==> src/rtl/core/tcw_pkg.sv <==
// ----------------------------------------------------------------------------
// tcw_pkg: shared types and constants of the text console writer
// Holds the input and result word layouts, character codes, the cursor
// command and the sequencer states.
// ----------------------------------------------------------------------------
package tcw_pkg;

  // item kinds
  localparam logic KIND_PUT  = 1'b0;
  localparam logic KIND_READ = 1'b1;

  // character codes
  localparam logic [7:0] CODE_NEWLINE = 8'd10;
  localparam logic [7:0] CODE_RETURN  = 8'd13;
  localparam logic [7:0] CODE_SPACE   = 8'd32;

  // attribute after reset: white on black
  localparam logic [7:0] ATTR_RESET = 8'h0F;

  // input word
  typedef struct packed {
    logic        kind;
    logic [7:0]  char_code;
    logic [10:0] cell_index;
  } in_item_t;

  // result word
  typedef struct packed {
    logic [15:0] read_data;
    logic [6:0]  cursor_column;
    logic [4:0]  cursor_row;
    logic        scrolled;
  } out_item_t;

  // cursor update request from the sequencer
  typedef struct packed {
    logic       step;
    logic [7:0] code;
  } cur_cmd_t;

  // sequencer states
  typedef enum logic [2:0] {
    ST_CLEAR,
    ST_IDLE,
    ST_EXEC,
    ST_SCROLL,
    ST_BLANK,
    ST_DONE
  } tcw_state_t;

endpackage

==> src/rtl/core/tcw_cursor.sv <==
// ----------------------------------------------------------------------------
// tcw_cursor: cursor position tracker
// Keeps column, row and the linear cell address of the cursor, and applies
// one character at a time: carriage return, newline, or a printed character
// with wrap. Flags when the row runs past the last row.
// ----------------------------------------------------------------------------
module tcw_cursor #(
  parameter int COLUMNS = 80,
  parameter int ROWS    = 25
) (
  input  logic                                  clk,
  input  logic                                  rst_n,
  input  tcw_pkg::cur_cmd_t                     cmd,
  output logic [$clog2(COLUMNS)-1:0]            col,
  output logic [$clog2(ROWS)-1:0]               row,
  output logic [$clog2(COLUMNS*ROWS)-1:0]       addr,
  output logic                                  scroll
);
  import tcw_pkg::*;

  localparam int COL_W     = $clog2(COLUMNS);
  localparam int ROW_W     = $clog2(ROWS);
  localparam int ADDR_W    = $clog2(COLUMNS * ROWS);
  localparam int LAST_BASE = (ROWS - 1) * COLUMNS;

  logic [COL_W-1:0]  col_r,  col_nxt;
  logic [ROW_W-1:0]  row_r,  row_nxt;
  logic [ADDR_W-1:0] addr_r, addr_nxt;
  logic [ADDR_W-1:0] line_base;
  logic              row_adv;
  logic              scroll_nxt;

  // work out the next cursor position
  always_comb begin
    col_nxt    = col_r;
    row_nxt    = row_r;
    addr_nxt   = addr_r;
    row_adv    = 1'b0;
    scroll_nxt = 1'b0;
    line_base  = addr_r - ADDR_W'(col_r);
    if (cmd.step) begin
      if (cmd.code == CODE_RETURN) begin
        col_nxt  = '0;
        addr_nxt = line_base;
      end else if (cmd.code == CODE_NEWLINE) begin
        col_nxt  = '0;
        row_adv  = 1'b1;
        addr_nxt = line_base + ADDR_W'(COLUMNS);
      end else begin
        addr_nxt = addr_r + ADDR_W'(1);
        if (col_r == COL_W'(COLUMNS - 1)) begin
          col_nxt = '0;
          row_adv = 1'b1;
        end else begin
          col_nxt = col_r + COL_W'(1);
        end
      end
      // past the last row: stay there, the screen scrolls
      if (row_adv) begin
        if (row_r == ROW_W'(ROWS - 1)) begin
          scroll_nxt = 1'b1;
          addr_nxt   = ADDR_W'(LAST_BASE);
        end else begin
          row_nxt = row_r + ROW_W'(1);
        end
      end
    end
  end

  // hold the cursor
  always_ff @(posedge clk) begin
    if (!rst_n) begin
      col_r  <= '0;
      row_r  <= '0;
      addr_r <= '0;
    end else begin
      col_r  <= col_nxt;
      row_r  <= row_nxt;
      addr_r <= addr_nxt;
    end
  end

  assign col    = col_r;
  assign row    = row_r;
  assign addr   = addr_r;
  assign scroll = scroll_nxt;

endmodule

==> config.mk <==
export PLATFORM = sky130hd
export DESIGN_NAME = tcw_cursor
export DESIGN_NICKNAME = d
export VERILOG_FILES = /design/src/rtl/core/tcw_pkg.sv /design/src/rtl/core/tcw_cursor.sv
export SDC_FILE = /design/constraint.sdc
export NUM_CORES = 1
export LEC_CHECK = 0
export BUFFER_PORTS_ARGS = -buffer_cell sky130_fd_sc_hd__buf_2
export CORE_ASPECT_RATIO = 1.2
export CORE_MARGIN = 1
export CORE_UTILIZATION = 55
export CTS_CLUSTER_DIAMETER = 60
export DETAILED_ROUTE_END_ITERATION = 8
export PLACE_DENSITY = 0.85
export SLEW_MARGIN = 20
export SYNTH_ARGS = -nofsm -noshare
export SYNTH_HDL_FRONTEND = slang
export SYNTH_SLANG_ARGS = --single-unit
==> constraint.sdc <==
create_clock -name clk -period 3.85 [get_ports clk]
set_input_delay 0.1925 -clock clk [delete_from_list [all_inputs] [get_ports clk]]
set_output_delay 0.1925 -clock clk [all_outputs]
set_load 0.01 [all_outputs]
# Word-level counts from Yosys, hierarchy flattened
# Cells that the tools add are included.
[totals] out_inout_bits=24 wordCells=28 register_bits=23
[classes] n_reduce_logical=1 eq_ne=4 n_bitwise=1 mux=14 add_sub_neg=5
[ops] operator="11-bit two-way mux" n=4
[ops] operator="7-bit two-way mux" n=3
[ops] operator="8-bit by 4-bit equality test with 1-bit output (second input constant)" n=2
[ops] operator="11-bit by 1-bit adder with 11-bit output (second input constant)" n=1
[ops] operator="11-bit by 7-bit adder with 11-bit output (second input constant)" n=1
[ops] operator="11-bit by 7-bit subtractor with 11-bit output" n=1
[ops] operator="7-bit by 1-bit adder with 7-bit output (second input constant)" n=1
[ops] operator="7-bit equality test (second input constant)" n=1
[ops] operator="1-bit two-way mux" n=7
[ops] operator="5-bit by 1-bit adder with 5-bit output (second input constant)" n=1
[ops] operator="5-bit equality test (second input constant)" n=1
[ops] operator="3-bit AND reduction" n=1
[ops] operator="1-bit NOT" n=1

# Logic depth before layout (Yosys ltp)
# Gate-level depths: netlist of the first run.
[logic_depth] depth_word=7 mapped_depth=13 depth_no_buf=13

# Least setup slack after synthesis of the first run
# Ideal clock, no wire load.
[synth_timing] kind="register -> register" from="reg addr_r[0], in the netlist addr[0]" to="reg addr_r[9], in the netlist addr[9]" t_arrival_ns=2.482 setup_slack_ns=1.220 path_stages_with_launch=11 setup_time_ns=0.148 n_path_buf=0 cell_sequence="dfxtp_1 -> inv_1 -> ha_1 -> fa_1 -> nand2b_1 -> a21bo_2 -> a21o_1 -> o32ai_1 -> o311a_1 -> mux2i_1 -> o311ai_0"
[synth_via] elab_chain_len=6
[synth_rtl] item="start, declared" line="tcw_cursor.sv:28" text="logic [ADDR_W-1:0] addr_r, addr_nxt;"
[synth_rtl] item="start signal, assigned" line="tcw_cursor.sv:79" text="addr_r <= addr_nxt;"
[synth_rtl] item="11-bit by 7-bit subtractor with 11-bit output" line="tcw_cursor.sv:40" text="line_base = addr_r - ADDR_W'(col_r);"
[synth_rtl] item="11-bit by 7-bit adder with 11-bit output" line="tcw_cursor.sv:48" text="addr_nxt = line_base + ADDR_W'(COLUMNS);"
[synth_rtl] item="11-bit two-way mux" line="tcw_cursor.sv:45" text="end else if (cmd.code == CODE_NEWLINE) begin"
[synth_rtl] item="11-bit two-way mux *" line="tcw_cursor.sv:42" text="if (cmd.code == CODE_RETURN) begin"
[synth_rtl] item="11-bit two-way mux" line="tcw_cursor.sv:60" text="if (row_r == ROW_W'(ROWS - 1)) begin"
[synth_rtl] item="11-bit two-way mux *" line="tcw_cursor.sv:59" text="if (row_adv) begin"
# Every way passes the cells marked *; elsewhere a longest branch is shown, timed or not.
# A chain may end at the register's enable or synchronous reset.

# Final worst setup path of the first run
[layout_timing] from="reg addr_r[0], in the netlist addr[0]" to="reg addr_r[10], in the netlist addr[10]"
# The elaborated chain is that of the path after synthesis.

==> impl.org, run 1 <==
** Worst setup path
- The critical path in this run is classified as reg -> reg.
- The worst setup path is captured at a flop.
- The worst register-to-register path ends at addr[10]$_SDFFE_PN0P_.
- The worst setup path is launched from a flop.
- Crit path depth :: 12
- Crit Path Max Fanout :: 5
- Slowest stage cell on the critical path :: dfxtp_1
- Worst Path Buf+Inv :: 3
- Arrival @ worst endpoint :: 2930 ps
- Launching instance or port of the critical path :: addr[0]$_SDFFE_PN0P_
- Worst R2R Path Depth :: 12
- Across all register-to-register paths, the minimum setup slack is 1080 ps.
- Data required, critical path :: approximately 4000 ps
- Launch instance of the worst register-to-register path :: addr[0]$_SDFFE_PN0P_
- The critical path ends at addr[10]$_SDFFE_PN0P_.
- Most frequent cell on the critical path :: inv_1
- Crit path largest cell delay :: 390 ps
- The kind of cell with the highest combined delay along the critical path is compound AO/OA/AOI/OAI gates.
- Cells along the critical path :: inv_1 -> ha_1 -> fa_1 -> nand2b_1 -> a21bo_2 -> a21o_1 -> inv_1 -> ha_1 -> inv_1 -> a2111oi_2 -> o31a_1 -> o211ai_1

** Clocking
- Clock tree synthesis selected as its root buffer the cell clkbuf_8.
- TritonCTS built the clock tree.
- Clk sink count :: 23
- In this run the deepest clock path goes through 2 buffers.
- After clock tree synthesis, the clock-pin slew on the worst setup and hold paths is 90 ps.
- H-tree depth :: 1
- CTS buffer count :: 3
- Gates resized, CTS repair :: 0
- Hold buffers post-CTS :: 0
- The clock reaches the later pin of the worst-skew pair after around 270 ps.
- Buffers added to address setup during post-CTS repair amount to 0.

** Global routing
- Global routing usage on met3 :: 2.87%
- Initial antenna violation count :: 0
- Met1 Track Usage GR :: between 30% and 40%
- Across every metal layer, demand over resource in global routing totals 25.4%.
- The first global-routing pass estimated 7710 µm of wire.
- After global routing, the most crowded layer is met2.
- After global routing the overflow that remains totals 0.
- The via count of the first global-routing pass was 1668.
- For this run, global-route usage on met2 was measured as 45.7%.
- Pin count of the biggest net entering global routing :: 23

** Detailed routing
- Average wire length per cell after detail routing :: approximately 15 µm
- Via count normalized by instance count :: 6.14
- Wires add up to 4800 µm.
- DRC violations left :: 2
- The final route contains about 2000 vias.
- First-pass iteration count of the detailed router :: 6
- Number of nets still failing antenna checks after routing :: 0
- Iteration-0 DRC Markers :: 65

** Die
- The die is 56.7 µm wide.
- The initialized floorplan defines 23 standard-cell rows.
- The floorplan step defined a core boundary enclosing approximately 3400 µm².
- Die Height :: 67.6 µm
- For this configuration, the core starts out at a cell density of 58.1%.
- Ports :: 35
- Die Area :: around 3800 µm²

** Layout
- Net count of the finished layout :: 308
- The number of antenna diodes in the final layout is 0.
- Relative to the synthesized area, the layout overhead comes to 10.8%.
- Number of fill cells in the layout :: 313
- Of the cells placed in the final design, the portion with a size suffix greater than 1 is between 15 and 20%.

** Place
- OpenSTA, run right after detailed placement, puts the worst setup slack at 1120 ps.
- The count of buffers added on input and output ports is 34.
- Final weighted congestion in routability-driven placement :: ~0.88
- The HPWL after detailed placement is between 3000 and 4000 µm.

** STA
- Slew of the pin with the lowest slew margin :: 721 ps
- Count of endpoints failing setup in the final report :: 0
- After layout, the minimum clock period comes to 2770 ps.
- Final hold viol count :: 0
- Top achievable clock speed :: 361 MHz
- Setup repair after global routing missed its margin :: no
- After routing, the total negative slack on setup checks comes to 0 ps.
- Relative slew margins :: between 50% and 60%
- For the final database, setup skew stands at 6.59 ps.
- In the finished design, the share of the clock period the worst path needs comes to 71.9%.
- Worst setup margin :: 1080 ps
- Max Transition Viols Final :: 0
- Across all hold checks on the routed design, the worst slack comes to 310 ps.

** Power and ir drop
- Across the VDD grid, the largest voltage drop is roughly 0.18 mV.
- Total power divided by cell area :: 264 nW/µm²
- Summed over all cells, the static leakage comes to 0.899 nW.

** Outcome
- Run status :: finished, violations left
- The final reports fail on design-rule violations.

** Yosys
- Synthesis produced 256 cells.
- Averaged over all synthesized cells, the footprint is 7.71 µm².
- Net count after synthesis :: 280
- The mapped netlist covers approximately 2000 µm².
- Yosys printed 0 warnings.
- Main synth FF type :: dfxtp_1
- Sequential cell area fraction in the yosys report :: a little under a quarter
- Count of flip-flops with a built-in enable after synthesis :: 0
- For this run, asynchronously set or reset flops after synthesis account for 0%.
- In this run, synthesis produced a sequential element count of 23.
- The number of different library cells used by synthesis comes to 56.

** Min path
- Hold Crit Class :: in -> reg

** Run
- Max-cap viol count :: 0
how the worst min path moves through the flow:
stage | from | end | cells after the start
finish | rst_n | addr[2]$_SDFFE_PN0P_ | 2
global route | rst_n | addr[2]$_SDFFE_PN0P_ | 2
CTS | rst_n | addr[2]$_SDFFE_PN0P_ | 2
detailed placement | col[6]$_SDFFE_PN0P_ | col[6]$_SDFFE_PN0P_ | 2
global placement | col[6]$_SDFFE_PN0P_ | col[6]$_SDFFE_PN0P_ | 2
floorplan | cmd[3] | addr[7]$_SDFFE_PN0P_ | 4
flip-flops by register name, summed over array words and instances, names as in the netlist:
signal and cells:
row 5, col 7, addr 11
synthesized netlist by cell type, types with 3 or more instances:
library cell / number / area share (%)
o21ai_0: 16 / 4.1
nand2b_1: 5 / 1.6
a21oi_1: 14 / 3.6
a211oi_1: 4 / 1.5
nand4_1: 5 / 1.6
o21a_1: 3 / 1.1
nor2b_1: 6 / 1.9
nor2_1: 19 / 3.6
nand2_1: 16 / 3.0
o211ai_1: 3 / 1.1
a21o_1: 5 / 1.9
and2_1: 10 / 3.2
or3_1: 5 / 1.6
clkbuf_1: 8 / 1.5
ha_1: 12 / 7.6
o22ai_1: 6 / 1.9
xor2_1: 6 / 2.7
dfxtp_1: 23 / 23
inv_1: 17 / 3.2
nor3_1: 10 / 2.5
and3_1: 3 / 0.95
xnor2_1: 15 / 6.7
power by group:
part	leakage [nW]	switching [mW]	internal (mW)
logic	0.690	0.0924	0.0701
registers	0.187	0.0118	0.245
clock network	0.0228	0.0850	0.0741
total	0.899	0.189	0.389
layer usage:
layer	vias up	share of wire [%]	wire, µm
li1	975	-	-
met1	925	44	2100
met2	59	50	2410
met3	7	4.6	221
met4	0	1.4	68
met5	-	0	0
area by class of cell:
class,count,area [µm²],area share (%)
tap,37,46.3,2.12
inverter,17,63.8,2.92
sequential,23,460,21.1
clock buffer,4,45.0,2.06
timing repair buffer,35,178,8.12
multi-input combinational,204,1390,63.7
cell usage in the layout, fill, tap and decap left out, types with 3 or more instances in the layout:
cell type	count
and3_1	3
o22ai_1	6
xnor2_1	15
dfxtp_1	23
o21ai_0	16
xor2_1	6
nand2b_1	5
and2_1	10
o21a_1	3
nand4_1	5
o211ai_1	3
inv_1	17
buf_2	34
nor3_1	10
a21oi_1	14
a21o_1	5
a211oi_1	4
nor2_1	19
nor2b_1	6
or3_1	5
clkbuf_8	3
ha_1	12
nand2_1	16
cells by family (layout without fill, tap and decap cells):
logic type / Yosys count / in the layout / synth area share [%]
XOR/XNOR: 21 / 21 / 9.32
AND/OR/NAND/NOR: 97 / 97 / 27.4
flip-flops: 23 / 23 / 23.3
adder cells (fa/ha/maj): 13 / 13 / 8.62
multiplexers: 1 / 1 / 0.507
buffers and inverters: 29 / 56 / 6.02
AO/OA/AOI/OAI: 72 / 72 / 24.8
metrics by stage:
stage | power, mW | util, % | cell area [µm²] | cells
after floorplan | 0.384 | - | 1970 | 256
after global placement | 0.417 | 63.1 | 2140 | 316
after detailed placement | 0.420 | 63.1 | 2140 | 316
after CTS | 0.575 | 64.4 | 2190 | 320
after global routing | 0.606 | 64.4 | 2190 | 320
final | 0.578 | 64.4 | 2190 | 320
No activity file was read; power rests on OpenSTA's default activity.
==> run 2: changes to the inputs <==
ABC_AREA = 1   (was not set)
CORE_UTILIZATION = 51   (was 55)
PLACE_DENSITY = 0.82   (was 0.85)
clock period = 2.35 ns   (was 3.85 ns; I/O delays follow)
==> run 2 against run 1 <==
Against the previous run:
- the run now ends clean
- maximum frequency rose by 23%
- clock-buffer cell count fell by 1
- hold slack worse by 140 ps
- synthesized area increased by 7.6%
- non-clock buffer count increased by 23
- clock power rose by 66%
- largest cell class unchanged
- largest power group is now combinational cells
==> impl.org, run 2 <==
** Worst setup path
- Cells along the critical path :: inv_2 -> ha_4 -> nand2_2 -> inv_1 -> nand2_1 -> nand2_1 -> o21ai_2 -> nand2_1 -> inv_1 -> ha_2 -> inv_2 -> nand3_4 -> nand2_4 -> o21bai_4 -> nand3_2 -> nand2_1 -> nand2_1 -> a21oi_2
- Critical path endpoint category :: flop
- Launch instance of the worst register-to-register path :: col[3]$_SDFFE_PN0P_
- Worst Path Buf+Inv :: 4
- Data required, critical path :: 2570 ps
- Reg2Reg Capture Point :: addr[10]$_SDFFE_PN0P_
- Gate family responsible for the most delay along the worst path :: simple AND/OR/NAND/NOR gates
- Slowest stage cell on the critical path :: dfxtp_4
- Across all register-to-register paths, the minimum setup slack is 110 ps.
- Crit Path Class :: reg -> reg
- For the worst flop-to-flop path, the logic depth is 18.
- For this run, the slowest stage of the critical path takes 360 ps.
- Arrival @ worst endpoint :: about 2500 ps
- Startpoint types :: flop
- Of all nets on the critical path, the largest fanout is 5.
- Most frequent cell on the critical path :: nand2_1
- In this run the number of cells on the critical path is 18.

** Power and ir drop
- Summed over all cells, the static leakage comes to 1.29 nW.
- Across the VDD grid, the largest voltage drop is 0.284 mV.
- For this design the ratio of total power to cell area is 414 nW/µm².

** Clocking
- The tree is rooted in a clkbuf_8.
- In this run the number of H-tree levels came out at 1.
- Clock tree synthesis inserted a total of 3 buffers.
- Clock tree synthesis found a total of 23 sinks.
- For the worst-skew pair, the clock arrives at the later sink with an insertion delay of 270 ps.
- Clock-pin slew was measured on the worst setup and hold paths at 90 ps.
- For this design, the CTS-stage hold fixing added 0 buffers.
- Buffer depth of the longest clock path :: 2
- TritonCTS built the clock tree.

** STA
- Clock skew after layout :: 6.46 ps
- In this run the tightest slew margin relative to its limit is 68.8%.
- Count of endpoints failing setup in the final report :: 0
- The routed design could run at a clock period as short as roughly 2200 ps.
- Hold slack final :: approximately 170 ps
- Adding up every negative setup slack in the final design gives 0 ps.
- In the finished design, the share of the clock period the worst path needs comes to 95.5%.
- Max Transition Viols Final :: 0
- The number of hold violations in the final report was 0.
- Derived from the worst setup path, the maximum achievable clock frequency is 446 MHz.
- Slew of the pin with the lowest slew margin :: 468 ps

** Layout
- Once layout is complete, the utilization of the core stands at 67.7%.
- Growth of design area from synthesis to finish :: 26.7%
- Largest register FFs :: 11
- Storage element area :: 469 µm²
- Net count of the finished layout :: 402
- Antenna diodes :: 0
- In the layout the commonest cells are nand2_1 (69), inv_1 (38), buf_2 (34).
- Most common library cell in the layout ignoring fill and taps :: nand2_1
- Fill cells in the final layout number between 300 and 400.
- Of the cells placed in the final design, the portion with a size suffix greater than 1 is 34.5%.
- The multi-input combinational cells in the finished layout cover a total of 1560 µm².

** Die
- Once the floorplan was initialized, standard cells occupied ~53% of the core.
- Pin placement for this block handled 35 I/O pins.
- The floorplan step set the die height to 72.7 µm.
- The floorplan step defined a die boundary enclosing between 4000 and 5000 µm².
- The floorplan step set the die width to 60.9 µm.
- In this run the core area contains 25 standard-cell rows.
- Floorplan core area :: between 3000 and 4000 µm²

** Yosys
- By area the synthesized netlist is led by dfxtp_1 (22%), nand2_1 (12%), inv_1 (7.6%).
- After synthesis the netlist holds a flip-flop and latch count of 23.
- Mapped Area :: 2120 µm²
- Counting every instance in the synthesized netlist gives approximately 320.
- Net count after synthesis :: approximately 340
- Count of flip-flops with a built-in enable after synthesis :: 0
- In the post-synthesis netlist, the cell with the most instances is nand2_1.
- Syn. warnings :: 0
- Leading cell types by count after synthesis :: nand2_1 (70), inv_1 (43), nor2_1 (29)
- Proportion of register bits with asynchronous set or reset after synthesis :: 0%
- Number of distinct standard cells referenced by the synthesized netlist :: 47
- Post-synth top area cell :: dfxtp_1
- Main synth FF type :: dfxtp_1
- Fraction of post-synthesis cell area in the top cell type by area :: 21.7%
- The share of the Yosys chip area taken by registers is 21.7%.
- A synthesized cell averages 6.68 µm².

** Min path
- Hold Crit Class :: in -> reg
- Cells on Worst Hold Path :: 3
- In this run the most critical hold path is launched from rst_n.
- The path with the worst hold slack has its endpoint at row[4]$_SDFFE_PN0P_.

** Global routing
- Total global routing overflow :: 0
- GRT Total Usage :: 27.2%
- The initial antenna violation count was 0.
- Global-route wire length before repair :: 9070 µm
- Pin count of the biggest net entering global routing :: 14
- The via count of the first global-routing pass was between 2000 and 2500.

** Detailed routing
- The first routing iteration left 152 violations.
- Number of nets still failing antenna checks after routing :: 0
- Via count normalized by instance count :: roughly 5.5
- Vias after detailed routing :: 2358
- Average wire length per cell after detail routing :: 14.3 µm
- Total Wirelength :: ~6200 µm
- First-pass iteration count of the detailed router :: 4
- For this run, design rule violations remaining after detail routing come to 0.

** Run
- Max-cap viol count :: 0

** Outcome
- Run status :: finished, final reports clean

** Place
- Number of port buffers :: 34
- Final weighted congestion in routability-driven placement :: 0.964
- Detailed placement finished with a half-perimeter wire length of 4520 µm.
[run 2: repair_timing]
item                                    CTS  global route
buffers inserted                          1             7
endpoints found under the setup margin    2             5
resized for setup                         3            26
pin swaps                                 2            10
[run 2: report_power, final]
part	switching (mW)	total (mW)	internal [mW]	leakage, nW
registers	0.0146	0.415	0.400	0.189
clock network	0.145	0.264	0.119	0.0255
logic	0.257	0.436	0.179	1.08
[run 2: through the flow]
step,power [mW],instances,cell area [µm²],setup slack [ps]
3_3_place_gp,0.773,419,2460,89.9
5_1_grt,1.17,431,2690,-37.8
4_1_cts,1.05,424,2530,11.1
6_report,1.11,431,2690,106
2_1_floorplan,0.677,318,2130,48.2
3_5_place_dp,0.783,419,2460,-40.2
[run 2: how the worst max path moves through the flow]
stage | endpoint | startpoint
2_1_floorplan | addr[10]$_SDFFE_PN0P_ | addr[0]$_SDFFE_PN0P_
3_3_place_gp | addr[10]$_SDFFE_PN0P_ | col[3]$_SDFFE_PN0P_
3_5_place_dp | addr[10]$_SDFFE_PN0P_ | col[3]$_SDFFE_PN0P_
4_1_cts | addr[10]$_SDFFE_PN0P_ | addr[0]$_SDFFE_PN0P_
5_1_grt | addr[10]$_SDFFE_PN0P_ | col[3]$_SDFFE_PN0P_
6_report | addr[10]$_SDFFE_PN0P_ | col[3]$_SDFFE_PN0P_
[run 2: cells by family after synthesis]
logic type	after synthesis	share of synthesized area, %
XOR/XNOR	8	4.18
flip-flops	23	21.7
AND/OR/NAND/NOR	168	40.4
buffers and inverters	54	10.1
AO/OA/AOI/OAI	52	15.6
adder cells (fa/ha/maj)	13	8.01
[run 2: layer usage]
metal,track usage (%),part of all wire (%),up-vias
met5,0,0,-
met3,3.01,5.3,19
li1,-,-,1171
met1,31.4,39,1079
met4,12.4,4.0,0
met2,48.8,51,89
[run 2: layout make-up]
type                    count  share of cell area, %
flip-flops and latches     23                   17.4
multi-input cells         241                   58.0
repair buffers             58                   13.0
inverters                  51                   7.26
well taps                  54                   2.51
clock inverters             1                  0.186
clock buffers               3                   1.53
[run 2: worst register-to-register path, delay by kind of cell, from the launching register on]
kind,cells,cell delay [ps]
AND/OR/NAND/NOR,9,700
adder cells (fa/ha/maj),2,410
buffers and inverters,4,300
flip-flops,1,360
AO/OA/AOI/OAI,3,420
